### config.mk
export PLATFORM = sky130hd
export DESIGN_NAME = dda_line_rasterizer
export DESIGN_NICKNAME = d
export VERILOG_FILES = /design/src/rtl/dda_pkg.sv /design/src/rtl/dda_line_rasterizer.sv /design/src/rtl/dda_div.sv /design/src/rtl/dda_datapath.sv /design/src/rtl/dda_ctrl.sv
export VERILOG_INCLUDE_DIRS = /design/src /design/src/rtl
export SDC_FILE = /design/constraint.sdc
export NUM_CORES = 1
export LEC_CHECK = 0
export BUFFER_PORTS_ARGS = -buffer_cell sky130_fd_sc_hd__buf_2
export CAP_MARGIN = 20
export CORE_UTILIZATION = 25
export CTS_BUF_LIST = sky130_fd_sc_hd__clkbuf_4
export DETAILED_ROUTE_END_ITERATION = 16
export HOLD_SLACK_MARGIN = 0.1
export PLACE_DENSITY = 0.49
export SYNTH_ARGS = -nofsm -noshare
export SYNTH_HDL_FRONTEND = slang
export SYNTH_SLANG_ARGS = --single-unit
### constraint.sdc
create_clock -name clk -period 4.4 [get_ports clk]
set_clock_uncertainty 0.2 [all_clocks]
set_input_delay 0.66 -clock clk [delete_from_list [all_inputs] [get_ports clk]]
set_output_delay 0.66 -clock clk [all_outputs]
set_load 0.02 [all_outputs]
### src/rtl/dda_line_rasterizer_defines.svh
// ----------------------------------------------------------------------------
// dda_line_rasterizer_defines
// Assertion macros shared by the rasterizer RTL. Expects clk and rst_n in scope.
// ----------------------------------------------------------------------------
`ifndef DDA_LINE_RASTERIZER_DEFINES_SVH
`define DDA_LINE_RASTERIZER_DEFINES_SVH

// same-cycle implication
`define DDA_ASSERT_NOW(label, ante, cons) \
  label: assert property (@(posedge clk) disable iff (!rst_n) (ante) |-> (cons)) \
    else $error("dda_line_rasterizer: assertion failed");

// next-cycle implication
`define DDA_ASSERT_NEXT(label, ante, cons) \
  label: assert property (@(posedge clk) disable iff (!rst_n) (ante) |=> (cons)) \
    else $error("dda_line_rasterizer: assertion failed");

`endif

### src/rtl/dda_pkg.sv
// ----------------------------------------------------------------------------
// dda_pkg
// Command and status bundles between the rasterizer controller and datapath.
// ----------------------------------------------------------------------------
package dda_pkg;

  typedef struct packed {
    logic load;   // capture endpoints, differences and step count
    logic setup;  // emit start pixel, start dividers, init accumulators
    logic run;    // advance one step and emit a pixel
  } dda_cmd_t;

  typedef struct packed {
    logic zero_steps;
    logic div_done;
    logic last_step;
  } dda_sts_t;

endpackage

### src/rtl/dda_line_rasterizer.sv
// Sequence: once the request is taken, the start pixel is registered out of the SETUP state.
// The next pixel follows after the setup state and the increment dividers (one quotient
// bit per cycle), then one pixel per cycle.
// busy stays high from the request until the last pixel is stepped, or through the SETUP
// state only for a single-pixel segment; a new request is taken once busy drops.
// Reset: synchronous active-low rst_n returns to idle, no output; no output stall.
// ----------------------------------------------------------------------------
// dda_line_rasterizer
// DDA line rasterizer: emits the pixels of a segment, start pixel first.
// ----------------------------------------------------------------------------
`include "dda_line_rasterizer_defines.svh"

module dda_line_rasterizer #(
  parameter int COORD_BITS = 6,
  parameter int FRAC_BITS  = 16
) (
  input  logic                  clk,
  input  logic                  rst_n,
  input  logic                  start,
  output logic                  busy,
  input  logic [COORD_BITS-1:0] in_start_x,
  input  logic [COORD_BITS-1:0] in_start_y,
  input  logic [COORD_BITS-1:0] in_end_x,
  input  logic [COORD_BITS-1:0] in_end_y,
  output logic                  out_valid,
  output logic [COORD_BITS-1:0] out_pixel_x,
  output logic [COORD_BITS-1:0] out_pixel_y,
  output logic                  out_last
);

  dda_pkg::dda_cmd_t cmd;
  dda_pkg::dda_sts_t sts;

  dda_ctrl u_ctrl (
    .clk  (clk),
    .rst_n(rst_n),
    .start(start),
    .busy (busy),
    .cmd  (cmd),
    .sts  (sts)
  );

  dda_datapath #(
    .COORD_BITS(COORD_BITS),
    .FRAC_BITS (FRAC_BITS)
  ) u_dp (
    .clk        (clk),
    .rst_n      (rst_n),
    .cmd        (cmd),
    .sts        (sts),
    .in_start_x (in_start_x),
    .in_start_y (in_start_y),
    .in_end_x   (in_end_x),
    .in_end_y   (in_end_y),
    .out_valid  (out_valid),
    .out_pixel_x(out_pixel_x),
    .out_pixel_y(out_pixel_y),
    .out_last   (out_last)
  );

  `DDA_ASSERT_NEXT(a_accept_busy, start && !busy, busy)
  `DDA_ASSERT_NEXT(a_last_gap, out_valid && out_last, !out_valid)

endmodule

### src/rtl/dda_div.sv
// ----------------------------------------------------------------------------
// dda_div
// Restoring divider, one quotient bit per cycle, numerator bits MSB first.
// ----------------------------------------------------------------------------
module dda_div #(
  parameter int NUM_W = 22,
  parameter int DEN_W = 6
) (
  input  logic             clk,
  input  logic             rst_n,
  input  logic             go,
  input  logic [NUM_W-1:0] num,
  input  logic [DEN_W-1:0] den,
  output logic             done,
  output logic [NUM_W-1:0] quo
);

  localparam int CNT_W = $clog2(NUM_W + 1);

  logic [CNT_W-1:0] cnt_r, cnt_nxt;
  logic [DEN_W-1:0] rem_r, rem_nxt;
  logic [NUM_W-1:0] quo_r, quo_nxt;
  logic [DEN_W-1:0] den_r;
  logic [DEN_W:0]   trial;
  logic [DEN_W+1:0] diff;

  always_comb begin
    trial   = {rem_r, quo_r[NUM_W-1]};
    diff    = {1'b0, trial} - {2'b00, den_r};
    cnt_nxt = cnt_r;
    rem_nxt = rem_r;
    quo_nxt = quo_r;
    if (go) begin
      cnt_nxt = CNT_W'(NUM_W);
      rem_nxt = '0;
      quo_nxt = num;
    end else if (cnt_r != '0) begin
      cnt_nxt = cnt_r - CNT_W'(1);
      if (!diff[DEN_W+1]) begin
        rem_nxt = diff[DEN_W-1:0];
        quo_nxt = {quo_r[NUM_W-2:0], 1'b1};
      end else begin
        rem_nxt = trial[DEN_W-1:0];
        quo_nxt = {quo_r[NUM_W-2:0], 1'b0};
      end
    end
  end

  always_ff @(posedge clk) begin
    if (!rst_n) begin
      cnt_r <= '0;
    end else begin
      cnt_r <= cnt_nxt;
    end
  end

  always_ff @(posedge clk) begin
    rem_r <= rem_nxt;
    quo_r <= quo_nxt;
    if (go) begin
      den_r <= den;
    end
  end

  assign done = (cnt_r == '0);
  assign quo  = quo_r;

endmodule

### src/rtl/dda_datapath.sv
// ----------------------------------------------------------------------------
// dda_datapath
// Endpoint capture, increment dividers, fixed-point accumulators, pixel output.
// ----------------------------------------------------------------------------
module dda_datapath #(
  parameter int COORD_BITS = 6,
  parameter int FRAC_BITS  = 16
) (
  input  logic                    clk,
  input  logic                    rst_n,
  input  dda_pkg::dda_cmd_t       cmd,
  output dda_pkg::dda_sts_t       sts,
  input  logic [COORD_BITS-1:0]   in_start_x,
  input  logic [COORD_BITS-1:0]   in_start_y,
  input  logic [COORD_BITS-1:0]   in_end_x,
  input  logic [COORD_BITS-1:0]   in_end_y,
  output logic                    out_valid,
  output logic [COORD_BITS-1:0]   out_pixel_x,
  output logic [COORD_BITS-1:0]   out_pixel_y,
  output logic                    out_last
);

  localparam int C     = COORD_BITS;
  localparam int F     = FRAC_BITS;
  localparam int NUM_W = C + F;
  localparam int AW    = C + 2 + F;

  logic [C-1:0] sx_r, sy_r, adx_r, ady_r, steps_r, left_r;
  logic         negx_r, negy_r;
  logic         negx, negy;
  logic [C-1:0] adx, ady;

  logic [NUM_W-1:0] num_x, num_y, quo_x, quo_y;
  logic             done_x, done_y, div_go;

  logic [AW-1:0] accx_r, accy_r, accx_nxt, accy_nxt, incx, incy;

  logic           out_valid_r;
  logic [C-1:0]   out_px_r, out_py_r;
  logic           out_last_r;

  // accumulators carry a half-pixel bias, so rounding is a plain truncation, clamped to the coordinate range
  function automatic logic [C-1:0] round_px(input logic [AW-1:0] a);
    logic [C+1:0] ip;
    logic [C-1:0] r;
    ip = a[AW-1:F];
    if (ip[C+1]) begin
      r = '0;
    end else if (ip[C]) begin
      r = '1;
    end else begin
      r = ip[C-1:0];
    end
    return r;
  endfunction

  always_comb begin
    negx = (in_end_x < in_start_x);
    negy = (in_end_y < in_start_y);
    adx  = negx ? (in_start_x - in_end_x) : (in_end_x - in_start_x);
    ady  = negy ? (in_start_y - in_end_y) : (in_end_y - in_start_y);
  end

  always_ff @(posedge clk) begin
    if (cmd.load) begin
      sx_r    <= in_start_x;
      sy_r    <= in_start_y;
      adx_r   <= adx;
      ady_r   <= ady;
      negx_r  <= negx;
      negy_r  <= negy;
      steps_r <= (adx > ady) ? adx : ady;
    end
  end

  // numerator = |d| * 2^F + steps/2 (round to nearest, ties away from zero)
  assign num_x  = {adx_r, F'(steps_r >> 1)};
  assign num_y  = {ady_r, F'(steps_r >> 1)};
  assign div_go = cmd.setup && (steps_r != '0);

  dda_div #(.NUM_W(NUM_W), .DEN_W(C)) u_div_x (
    .clk  (clk),
    .rst_n(rst_n),
    .go   (div_go),
    .num  (num_x),
    .den  (steps_r),
    .done (done_x),
    .quo  (quo_x)
  );

  dda_div #(.NUM_W(NUM_W), .DEN_W(C)) u_div_y (
    .clk  (clk),
    .rst_n(rst_n),
    .go   (div_go),
    .num  (num_y),
    .den  (steps_r),
    .done (done_y),
    .quo  (quo_y)
  );

  // quotient never exceeds 2^F
  assign incx     = AW'(quo_x[F:0]);
  assign incy     = AW'(quo_y[F:0]);
  assign accx_nxt = negx_r ? (accx_r - incx) : (accx_r + incx);
  assign accy_nxt = negy_r ? (accy_r - incy) : (accy_r + incy);

  always_ff @(posedge clk) begin
    if (cmd.setup) begin
      accx_r <= {2'b00, sx_r, 1'b1, (F-1)'(0)};
      accy_r <= {2'b00, sy_r, 1'b1, (F-1)'(0)};
      left_r <= steps_r;
    end else if (cmd.run) begin
      accx_r <= accx_nxt;
      accy_r <= accy_nxt;
      left_r <= left_r - C'(1);
    end
  end

  always_ff @(posedge clk) begin
    if (!rst_n) begin
      out_valid_r <= 1'b0;
    end else begin
      out_valid_r <= cmd.setup || cmd.run;
    end
  end

  always_ff @(posedge clk) begin
    if (cmd.setup) begin
      out_px_r   <= sx_r;
      out_py_r   <= sy_r;
      out_last_r <= (steps_r == '0);
    end else if (cmd.run) begin
      out_px_r   <= round_px(accx_nxt);
      out_py_r   <= round_px(accy_nxt);
      out_last_r <= (left_r == C'(1));
    end
  end

  assign sts.zero_steps = (steps_r == '0);
  assign sts.div_done   = done_x && done_y;
  assign sts.last_step  = (left_r == C'(1));

  assign out_valid   = out_valid_r;
  assign out_pixel_x = out_px_r;
  assign out_pixel_y = out_py_r;
  assign out_last    = out_last_r;

endmodule

### src/rtl/dda_ctrl.sv
// ----------------------------------------------------------------------------
// dda_ctrl
// Sequencer: capture, setup, divide, then one step per cycle; a single-pixel segment ends after setup.
// ----------------------------------------------------------------------------
`include "dda_line_rasterizer_defines.svh"

module dda_ctrl (
  input  logic              clk,
  input  logic              rst_n,
  input  logic              start,
  output logic              busy,
  output dda_pkg::dda_cmd_t cmd,
  input  dda_pkg::dda_sts_t sts
);

  localparam logic [1:0] S_IDLE  = 2'd0;
  localparam logic [1:0] S_SETUP = 2'd1;
  localparam logic [1:0] S_DIV   = 2'd2;
  localparam logic [1:0] S_RUN   = 2'd3;

  logic [1:0] state_r, state_nxt;

  always_comb begin
    cmd       = '0;
    state_nxt = state_r;
    unique case (state_r)
      S_IDLE: begin
        if (start) begin
          cmd.load  = 1'b1;
          state_nxt = S_SETUP;
        end
      end
      S_SETUP: begin
        cmd.setup = 1'b1;
        state_nxt = sts.zero_steps ? S_IDLE : S_DIV;
      end
      S_DIV: begin
        if (sts.div_done) begin
          state_nxt = S_RUN;
        end
      end
      S_RUN: begin
        cmd.run = 1'b1;
        if (sts.last_step) begin
          state_nxt = S_IDLE;
        end
      end
      default: state_nxt = S_IDLE;
    endcase
  end

  always_ff @(posedge clk) begin
    if (!rst_n) begin
      state_r <= S_IDLE;
    end else begin
      state_r <= state_nxt;
    end
  end

  assign busy = (state_r != S_IDLE);

  `DDA_ASSERT_NEXT(a_run_ends, (state_r == S_RUN) && sts.last_step, state_r == S_IDLE)
  `DDA_ASSERT_NOW(a_div_idle_cmd, state_r == S_DIV, !cmd.run && !cmd.setup && !cmd.load)

endmodule
* Yosys cells after proc, flatten, opt, wreduce, memory -nomap -nowiden
Index checks and enable logic that the tools add are counted.
** Word-level totals
- Flip-flop bits (word level) :: 174
- Bits in latches :: 0
- Bits of input ports :: 27
- Memories :: 0
- Output and inout bits :: 15
- Memory bits (read-only) :: 0
- Word-level logic and storage cells :: 110
- Bits in writable memories :: 0
** Operators by class
- Reduce and logical (&&, ||, !) cells :: 16
- Magnitude comparators :: 3
- Divide/modulo/power cells :: 0
- Multipliers :: 0
- Shift operators :: 0
- Multiplexer cells :: 42
- Bitwise gates (word level) :: 1
- Equal/unequal tests :: 7
- Add/subtract/negate cells :: 13
** Operators by type and width (count)
- two-way mux 22 bit :: 8
- two-way mux 6 bit :: 15
- adder 24 x 17 -> 24 bit :: 2
- two-way mux 24 bit :: 2
- subtractor 24 x 17 -> 24 bit :: 2
- subtractor 6 bit :: 4
- two-way mux 5 bit :: 4
- subtractor 7 x 6 -> 8 bit :: 2
- < comparator 6 bit :: 2
- logical NOT 5 bit :: 2
- nonzero test 5 bit :: 2
- subtractor 5 x 1 -> 5 bit (second input constant) :: 2
- two-way mux 1 bit :: 8
- two-way mux 2 bit :: 4
- one-hot mux 2 bit (4 select lines) :: 1
- nonzero test 2 bit :: 4
- == test 6 x 1 -> 1 bit (second input constant) :: 1
- > comparator 6 bit :: 1
- logical NOT 6 bit :: 1
- != test 2 bit (second input constant) :: 3
- nonzero test 6 bit :: 1
- subtractor 6 x 1 -> 6 bit (second input constant) :: 1
- == test 2 bit (second input constant) :: 2
- AND reduction 3 bit :: 1
- 6 further kinds :: 7

* Logic depth before layout (Yosys ltp)
Gate-level depths: netlist of the first run.
- Depth after elaboration :: 6
- Depth in mapped cells :: 19
- Depth with buffers taken out :: 19

* By module
Synthesis of the first run repeated with hierarchy kept, for this count alone.
** Second synthesis, totals
- Cell total of the unflattened synthesis :: 1176
- Area, all modules :: 11861.4 µm²
** By module, submodules not included
- dda_datapath :: times used 1, cells each 869, area each 7990.2 µm², sequential area each 2632.5 µm²
- dda_div :: times used 2, cells each 146, area each 1875.5 µm², sequential area each 1061.0 µm²
- dda_ctrl :: times used 1, cells each 15, area each 120.1 µm², sequential area each 40.0 µm²

* Least setup slack after synthesis of the first run
OpenSTA, ideal clock, no wires.
- Path type :: input-to-reg
- Start point :: in in_end_x[0]
- End point :: reg u_dp.steps_r[1] (data pin)
- Path buffers :: 0
- Required time :: 3940 ps
- Setup time :: 260 ps
- Cell stages on the path :: 18
- Arrival time :: 4303 ps
- Setup slack :: -363 ps
- Path through :: inv_1 > ha_1 > inv_1 > fa_1 > a21o_1 > a21o_1 > a21o_1 > a21oi_1 > mux2_2 > ha_1 > nor2b_1 > o21a_1 > o21ai_0 > nand2b_1 > a21oi_1 > nor2b_1 > o22ai_1 > mux2_2
** Between the ends
- Longest elaborated chain between the ends :: 4
- Elaborated cells between the ends (all ways) :: 6
- Those cells by class :: 2 x add/sub; 2 x order compare; 2 x mux
** RTL lines
- start: declaration :: RTL line dda_line_rasterizer.sv:23 : input logic [COORD_BITS-1:0] in_end_x,
- < comparator 6 bit * :: RTL line dda_datapath.sv:58 : negx = (in_end_x < in_start_x);
- net u_dp.negx :: RTL line dda_datapath.sv:30 : logic negx, negy;
- two-way mux 6 bit * :: RTL line dda_datapath.sv:60 : adx = negx ? (in_start_x - in_end_x) : (in_end_x - in_start_x);
- net u_dp.adx[1] :: RTL line dda_datapath.sv:31 : logic [C-1:0] adx, ady;
- > comparator 6 bit :: RTL line dda_datapath.sv:72 : steps_r <= (adx > ady) ? adx : ady;
- two-way mux 6 bit * :: RTL line dda_datapath.sv:72
- end signal: assignment :: RTL line dda_datapath.sv:72
- end: declaration :: RTL line dda_datapath.sv:28 : logic [C-1:0] sx_r, sy_r, adx_r, ady_r, steps_r, left_r;
The timed path passes the listed nets; every way through them passes the cells marked *.
A chain may end at the register's enable or synchronous reset.

* Final worst setup path of the first run
- Start point :: in in_start_x[2]
- End point :: reg u_dp.steps_r[4] (data pin)
** Between the ends
- Longest elaborated chain between the ends :: 4
- Elaborated cells between the ends (all ways) :: 6
- Those cells by class :: 2 x add/sub; 2 x order compare; 2 x mux
** RTL lines
- start: declaration :: RTL line dda_line_rasterizer.sv:21 : input logic [COORD_BITS-1:0] in_start_x,
- < comparator 6 bit :: RTL line dda_datapath.sv:58
- net u_dp.negx :: RTL line dda_datapath.sv:30
- two-way mux 6 bit :: RTL line dda_datapath.sv:60
- net u_dp.adx[1] :: RTL line dda_datapath.sv:31
- > comparator 6 bit :: RTL line dda_datapath.sv:72
- two-way mux 6 bit :: RTL line dda_datapath.sv:72
The timed path passes the listed nets, and every way through them passes these cells.

==> impl_metrics.json, run 1 <==
{
  "cts_inserted_buffers": 17,
  "first_pass_iters": 4,
  "hold_viol_final": 0,
  "area_growth_pct": 16.6,
  "nets": 1484,
  "start_util_pct": 25.4,
  "synth_area_mm2": 0.0112,
  "whs_ps": 160,
  "final_layout_size_suffix_gt1_share_pct": 14.6,
  "yosysWarnings": 0,
  "drv_cap": 0,
  "final_cell_count_no_fill": 1959,
  "hpwl_um": 21700,
  "grtUsageTotal_pct": 12.7,
  "die_w_um": 214,
  "synthDistinctLibCells": 77,
  "r2r_slack_ps": 230,
  "cpMostUsedCell": "a21o_1",
  "setup_viol": 0,
  "synth-seq-cells": 174,
  "fmax_mhz": 236,
  "viasPerCell": 4.62,
  "drc": 0,
  "grt_max_degree": 51,
  "status": "completed",
  "syn_area_per_cell_um2": 8.98,
  "root_buffer": "clkbuf_4",
  "synth_nets": 1382,
  "crit_required_ps": 4580,
  "ir_worst_vdd_mv": 0.258,
  "worstSetupStartpointType": "primary input",
  "end_kind": "flip-flop",
  "synth.yosys.seq_area_share_pct": 39.1,
  "finalPower_mw": 9.76,
  "yosysTopAreaCell": "edfxtp_1",
  "async_reset_ff_share_pct": 0,
  "p_per_area_mw_per_mm2": 745,
  "fin_setup_tns_ps": 0,
  "clk_transition_reported_paths_ps": 170,
  "synth.top_cells.by_count": "nand2_1, a21oi_1, inv_1",
  "io_buffer_count": 41,
  "synth_most_common_cell": "nand2_1",
  "syn_inst": 1251,
  "place_congestion": 0.834,
  "fin_area_mm2": 0.0131,
  "cp_max_fo": 6,
  "final.period_utilization_pct": 96.3,
  "cts_max_path_buffers": 2,
  "crit_chain": "dlygate4sd3_1, buf_2, inv_1, ha_1, a21o_1, a21o_1, a21o_1, a21oi_4, mux2_4, ha_1, nor2b_1, o21a_1, o21ai_0, nand2b_1, a21oi_1, nor2b_1, o22ai_2, mux2_2",
  "place_inst": 1914,
  "ys.flop_type": "edfxtp_1",
  "die_h_um": 214,
  "finalWirelength_um": 28500,
  "critical-path-top-delay-family": "compound AO/OA/AOI/OAI gates",
  "crit_type": "in -> reg",
  "rows": 77,
  "vias": 9043,
  "netlist.area_leader.share_pct": 24.3,
  "clock_sinks": 174,
  "relSlewSlack_pct": 35.9,
  "core_mm2": 0.0442,
  "first_global_vias": 9005,
  "overflow": 0,
  "cts_tree": "done",
  "p_leak_nw": 5.39,
  "ios": 42,
  "drtIter0Drc": 440,
  "cpMaxStageDelayCell": "dlygate4sd3_1",
  "dpl_cell_area_mm2": 0.0126,
  "slew_violations": 0,
  "synthTopCellsByArea": "edfxtp_1, dfxtp_1, ha_1, nand2_1, a21oi_1",
  "antenna_found_initial": 1,
  "ant_nets": 0,
  "grt_pass1_wl_um": 46900,
  "arrival_ps": 4410,
  "worst_slew_pin_slew_ps": 961,
  "worstSkewPairLatency_ps": 600,
  "crit_buf_inv": 3,
  "synth_edf_count": 91,
  "hp-class": "in -> reg",
  "die_area_mm2": 0.0458,
  "wl_per_cell_um": 14.6,
  "cp_slowest_stage_delay_ps": 510,
  "fin_crit_ps": 4240,
  "h-tree-depth": 4
}
-- final cells by class --
type	count	area [µm²]
multi-input combinational	923	6350
tap	592	741
timing repair buffer	131	903
clock inverter	15	173
sequential	174	4400
antenna	1	2.50
fill	4685	31100
inverter	106	398
clock buffer	17	128
-- worst reg2reg max path: cells and delay by family, from the launching register on --
kind / cells / cell delay [ps]
buf+inv: 1 / 200
simple gates: 4 / 1120
fa+ha+maj: 1 / 330
xor+xnor: 2 / 530
flops: 1 / 410
compound gates: 7 / 1200
-- cell families (layout without fill, tap and decap cells) --
logic type               after synthesis  in the layout  share of synthesized area (%)
AND/OR/NAND/NOR                      364            364                           15.1
AO/OA/AOI/OAI                        328            328                           18.0
flip-flops                           174            174                           39.1
buffers and inverters                154            269                           5.23
adder cells (fa/ha/maj)              104            104                           12.1
XOR/XNOR                              91             91                           7.16
multiplexers                          36             36                           3.27
other                                  0              1                              0
-- per-layer routing --
layer | track usage [%] | routed length [µm] | part of all wire, % | up-vias
li1 | - | - | - | 4631
met1 | 17.2 | 14200 | 50 | 4251
met2 | 20.5 | 13100 | 46 | 138
met3 | 2.25 | 827 | 2.9 | 23
met4 | 3.67 | 478 | 1.7 | 0
met5 | 0 | 0 | 0 | -
-- registers in the layout, summed over array words and instances, names as in the netlist, 22 cells and up, named ones only --
register          cells
u_dp.accx_r          24
u_dp.accy_r          24
u_dp.u_div_x.quo     22
u_dp.u_div_y.quo     22
-- final timing paths --
check / startpoint / depth (start not counted) / endpoint
worst max-delay path: in_start_x[2] / 18 / u_dp.steps_r[4]
worst min-delay path: in_start_x[1] / 2 / u_dp.sx_r[1]
worst max register to register: u_dp.u_div_x.quo[7] / 15 / u_dp.out_pixel_x[2]
worst min register to register: u_dp.accx_r[13] / 2 / u_dp.accx_r[13]
-- report_power, final --
part,total (mW),internal (mW),switching [mW]
clock,0.984,0.309,0.674
sequential,2.78,2.36,0.424
combinational,6.00,2.59,3.40
total,9.76,5.26,4.50
-- cell usage in the layout (no fill, tap or decap), types with 5 or more instances in the layout --
cell and count:
xor2_1 30, inv_6 5, a211oi_1 10, nand4_1 6
a31oi_1 11, nor2_1 81, dfxtp_1 82, o21a_1 7
edfxtp_1 91, clkbuf_4 17, o21ai_1 18, o21bai_1 8
o22ai_1 31, nor2b_1 8, inv_1 102, and2_1 7
o211ai_1 6, buf_2 41, nand2_1 153, ha_1 95
mux2i_1 30, nand3_1 20, xnor2_1 60, a21o_1 29
fa_1 8, o21ai_0 53, a21oi_1 104, nor4_1 5
buf_4 81, nand2b_1 18, dlygate4sd3_1 9, nor3_1 27
-- timing repair --
item / in CTS / in global routing
hold buffers: 9 / 0
hold endpoints to repair: 9 / 0
resized for setup: 0 / 18
endpoints found under the setup margin: 0 / 16
buffers inserted: 0 / 3
-- metrics by stage --
step,util (%),setup slack (ps)
global placement,28.5,-319
finish,29.6,165
CTS,29.4,14.3
detailed placement,28.5,-273
floorplan,-,17.2
global route,29.6,-0.171
(Power assumes the default switching activity.)
==> run 2, diff against run 1 <==
- MAX_ROUTING_LAYER: not set -> met4
==> impl_metrics.json, run 2 (synthesized netlist as in run 1, its figures left out) <==
{
  "clk_transition_reported_paths_ps": 170,
  "grt_pass1_wl_um": 47000,
  "cts_tree": "done",
  "arrival_ps": 4410,
  "end_kind": "flip-flop",
  "viasPerCell": 4.63,
  "setup_viol": 0,
  "worst_slew_pin_slew_ps": 963,
  "slew_violations": 0,
  "place_congestion": 0.846,
  "final.period_utilization_pct": 96.4,
  "final_cell_mix": "nand2_1, a21oi_1, inv_1, ha_1, edfxtp_1",
  "start_util_pct": 25.4,
  "cpMaxStageDelayCell": "dlygate4sd3_1",
  "finalWirelength_um": 28600,
  "cp_max_fo": 6,
  "hold_path_end": "u_dp.sx_r[1]",
  "fin_area_mm2": 0.0131,
  "first_global_vias": 9010,
  "worstSkewPairLatency_ps": 600,
  "cp_slowest_stage_delay_ps": 510,
  "final_layout_size_suffix_gt1_share_pct": 14.6,
  "grt_max_degree": 51,
  "fin_crit_ps": 4240,
  "crit_chain": "dlygate4sd3_1, buf_2, inv_1, ha_1, a21o_1, a21o_1, a21o_1, a21oi_4, mux2_4, ha_1, nor2b_1, o21a_1, o21ai_0, nand2b_1, a21oi_1, nor2b_1, o22ai_2, mux2_2",
  "rows": 77,
  "hpwl_um": 21700,
  "ant_nets": 0,
  "first_pass_iters": 4,
  "die_area_mm2": 0.0458,
  "wl_per_cell_um": 14.6,
  "rr_worst_depth": 15,
  "hold_viol_final": 0,
  "largestRegisters": "u_dp.accx_r (24), u_dp.accy_r (24)",
  "cts_max_path_buffers": 2,
  "whs_ps": 165,
  "drv_cap": 0,
  "cpMostUsedCell": "a21o_1",
  "crit_required_ps": 4570,
  "r2r_slack_ps": 240,
  "die_w_um": 214,
  "h-tree-depth": 4,
  "min-delay-start": "in_start_x[1]",
  "io_buffer_count": 41,
  "drtIter0Drc": 417,
  "drc": 0,
  "fin_ws_ps": 160,
  "crit_type": "in -> reg",
  "vias": 9072,
  "hp-class": "in -> reg",
  "relSlewSlack_pct": 35.8,
  "r2r_end": "u_dp.out_pixel_x[2]",
  "cts_inserted_buffers": 17,
  "antenna_found_initial": 1,
  "critical-path-top-delay-family": "compound AO/OA/AOI/OAI gates",
  "dpl_cell_area_mm2": 0.0126,
  "r2r-start": "u_dp.u_div_x.quo[7]",
  "overflow": 0,
  "status": "completed",
  "clock_sinks": 174,
  "area_growth_pct": 16.6,
  "core_mm2": 0.0442,
  "worstSetupStartpointType": "primary input",
  "fillers": 4685,
  "nets": 1484,
  "crit_buf_inv": 3,
  "final_common_cell": "nand2_1",
  "p_leak_nw": 5.39,
  "ios": 42,
  "p_per_area_mw_per_mm2": 745,
  "grtUsageTotal_pct": 13.1,
  "holdPathStages": 2,
  "fmax_mhz": 236,
  "root_buffer": "clkbuf_4",
  "dp_slack_ps": -273,
  "die_h_um": 214,
  "ir_worst_vdd_mv": 0.258
}
==> run 2: cell counts in the layout (fill, tap and decap cells not counted) <==
Identical to the previous run, type by type.
==> run 2: worst max-delay path by stage <==
stage,start,endpoint,cells after the start
5_1_grt,u_dp.u_div_y.quo[4],u_dp.out_pixel_y[0],17
3_3_place_gp,in_end_y[0],u_dp.steps_r[1],20
4_1_cts,u_dp.u_div_y.quo[4],u_dp.out_pixel_y[4],16
2_1_floorplan,in_end_x[0],u_dp.steps_r[1],18
3_5_place_dp,in_end_y[0],u_dp.steps_r[4],20
6_report,in_start_x[2],u_dp.steps_r[4],18
==> run 2: routing by layer <==
layer | track usage (%) | part of all wire (%)
met1 | 17.2 | 50
met2 | 20.5 | 46
met5 | - | 0
met4 | 3.67 | 1.7
met3 | 2.25 | 3.0
==> run 2: cell type report <==
cell class	count	area [µm²]	share of cell area, %
diodes	1	2.50	0.0191
clock buffers	17	128	0.974
clock inverters	15	173	1.32
inverters	106	398	3.04
multi-input cells	923	6350	48.5
flip-flops and latches	174	4400	33.6
well taps	592	741	5.66
repair buffers	131	903	6.90
==> run 2: where the power goes <==
| group | internal [mW] | total (mW) | switching (mW) |
|---|---|---|---|
| clock | 0.309 | 0.982 | 0.673 |
| combinational | 2.59 | 6.00 | 3.40 |
| sequential | 2.36 | 2.78 | 0.426 |
| total | 5.26 | 9.76 | 4.50 |
==> run 2: repair_timing <==
item,in CTS,in global routing
setup buffers,0,3
hold buffers,9,0
endpoints found under the setup margin,0,16
endpoints found under the hold margin,9,0
resized for setup,0,18
==> run 2: worst register-to-register path, cell delays in order, from the launching register on <==
cell and delay, ps:
dfxtp_1 400, or4_4 560, or3_4 360, nor2_4 130, a41oi_1 150, xnor2_1 230
ha_1 330, a21oi_1 180, o21ai_0 90, a21oi_1 160, o21ai_2 140, o41ai_2 260
xor2_1 310, buf_4 200, nand2_1 60, a22o_1 210
==> run 2: through the flow <==
step | util [%] | cells | power, mW | setup TNS (ps)
after CTS | 29.4 | 1955 | 9.72 | 0
final | 29.6 | 1959 | 9.76 | 0
after global routing | 29.6 | 1959 | 10.7 | -0.149
after floorplan | - | 1251 | 7.00 | 0
after global placement | 28.5 | 1914 | 8.63 | -1650
after detailed placement | 28.5 | 1914 | 8.69 | -1410
==> run 3, diff against run 2 <==
- CELL_PAD_IN_SITES_DETAIL_PLACEMENT: not set -> 0
- CELL_PAD_IN_SITES_GLOBAL_PLACEMENT: not set -> 2
- PLACE_DENSITY: 0.49 -> 0.66
==> impl_metrics.json, run 3 (synthesized netlist as in run 1, its figures left out) <==
{
  "status": "completed",
  "r2r_slack_ps": 210,
  "clock_sinks": 174,
  "viasPerCell": 4.62,
  "slew_violations": 0,
  "nets": 1507,
  "cp_max_fo": 4,
  "r2r-start": "u_dp.u_div_y.quo[4]",
  "crit_path_start": "in_start_x[1]",
  "hpwl_um": 23500,
  "vias": 9149,
  "rr_worst_depth": 16,
  "fin_ws_ps": 104,
  "drtIter0Drc": 499,
  "ant_nets": 0,
  "finalWirelength_um": 30800,
  "relSlewSlack_pct": 36.4,
  "crit_required_ps": 4570,
  "final.period_utilization_pct": 97.6,
  "start_util_pct": 25.4,
  "h-tree-depth": 4,
  "ios": 42,
  "final_cell_count_no_fill": 1982,
  "end_kind": "flip-flop",
  "p_per_area_mw_per_mm2": 754,
  "gr-usage-met1_pct": 18.2,
  "cp-endpoint": "u_dp.steps_r[2]",
  "setup_viol": 0,
  "overflow": 0,
  "grt_max_degree": 53,
  "fillers": 4738,
  "die_w_um": 214,
  "first_pass_iters": 5,
  "ir_worst_vdd_mv": 0.193,
  "grtUsageTotal_pct": 13.9,
  "worstSetupStartpointType": "primary input",
  "final_common_cell": "nand2_1",
  "area_growth_pct": 18.1,
  "place_inst": 1926,
  "clk_transition_reported_paths_ps": 150,
  "worstSkewPairLatency_ps": 610,
  "cts_inserted_buffers": 17,
  "grt_pass1_wl_um": 49100,
  "first_global_vias": 8912,
  "io_buffer_count": 41,
  "cts_tree": "done",
  "die_h_um": 214,
  "drv_cap": 0,
  "seqCellArea_mm2": 0.00440,
  "root_buffer": "clkbuf_4",
  "met3_usage_pct": 2.29,
  "finalPower_mw": 10.0,
  "rows": 77,
  "cts_max_path_buffers": 2,
  "drc": 0,
  "die_area_mm2": 0.0458,
  "largestRegisters": "u_dp.accx_r (24), u_dp.accy_r (24)",
  "crit_type": "in -> reg",
  "grt.busiest_layer": "met2",
  "fin_crit_ps": 4300,
  "dp_slack_ps": -227,
  "multi_input_area_mm2": 0.00641,
  "fmax_mhz": 233,
  "hold_viol_final": 0,
  "antenna_found_initial": 1,
  "wl_per_cell_um": 15.5,
  "final_cell_mix": "nand2_1, a21oi_1, inv_1, buf_4, ha_1",
  "r2r_end": "u_dp.out_pixel_y[0]",
  "core_mm2": 0.0442,
  "hp-class": "in -> reg",
  "p_leak_nw": 5.48,
  "place_congestion": 0.830,
  "grt_util_met2_pct": 22.4,
  "final_layout_size_suffix_gt1_share_pct": 16.5,
  "worst_slew_pin_slew_ps": 954,
  "arrival_ps": 4470
}
==> run 3: critical path: stages <==
cell	delay (ps)
dlygate4sd3_1	520
buf_2	110
inv_1	60
fa_2	400
a21o_1	170
a21o_1	190
a21o_1	200
a21oi_4	190
mux2_4	340
ha_1	320
nor2b_1	130
o21a_1	160
o21ai_1	120
nand2b_1	70
a21oi_1	140
nor2b_1	60
o22ai_2	150
buf_4	160
mux2_2	320
==> run 3: layout make-up <==
type	instances	area share (%)
inverters	106	3.00
well taps	592	5.58
diodes	1	0.0189
flip-flops and latches	174	33.1
repair buffers	154	8.16
clock buffers	18	1.02
clock inverters	14	0.811
multi-input cells	923	48.3
==> run 3: power breakdown <==
group / internal [mW] / switching [mW]
Combinational: 2.79 / 3.60
Clock: 0.239 / 0.634
Sequential: 2.36 / 0.393
Total: 5.39 / 4.62
==> run 3: repair_timing <==
| item | in CTS | in global routing |
|---|---|---|
| hold buffers | 12 | 0 |
| hold endpoints to repair | 12 | 0 |
| pin swaps | 0 | 12 |
| gates resized for setup | 1 | 30 |
| endpoints found under the setup margin | 4 | 25 |
| setup buffers | 0 | 11 |
==> run 3: worst min path at each step <==
stage | from | to | slack (ps) | depth (start not counted)
after detailed placement | u_dp.accx_r[7] | u_dp.accx_r[7] | 260 | 2
after global routing | rst_n | u_dp.u_div_x.cnt_r[2] | 150 | 2
after floorplan | u_dp.accy_r[5] | u_dp.accy_r[5] | 230 | 2
after CTS | rst_n | u_dp.u_div_x.cnt_r[2] | 150 | 2
after global placement | u_dp.accx_r[7] | u_dp.accx_r[7] | 250 | 2
final | rst_n | u_dp.u_div_x.cnt_r[2] | 220 | 2
==> run 3: routing by layer <==
layer / up-vias / wire length [µm]
met1: 4378 / 15400
met5: - / 0
met4: 0 / 231
li1: 4676 / -
met2: 85 / 14500
met3: 10 / 633
==> run 3: through the flow <==
stage | hold WS, ps | utilization [%] | setup TNS (ps) | cell area, µm²
floorplan | 235 | - | 0 | 11300
global placement | 251 | 28.7 | -1360 | 12700
detailed placement | 259 | 28.7 | -1100 | 12700
CTS | 149 | 29.5 | 0 | 13100
global route | 150 | 30.0 | -360 | 13300
finish | 222 | 30.0 | 0 | 13300
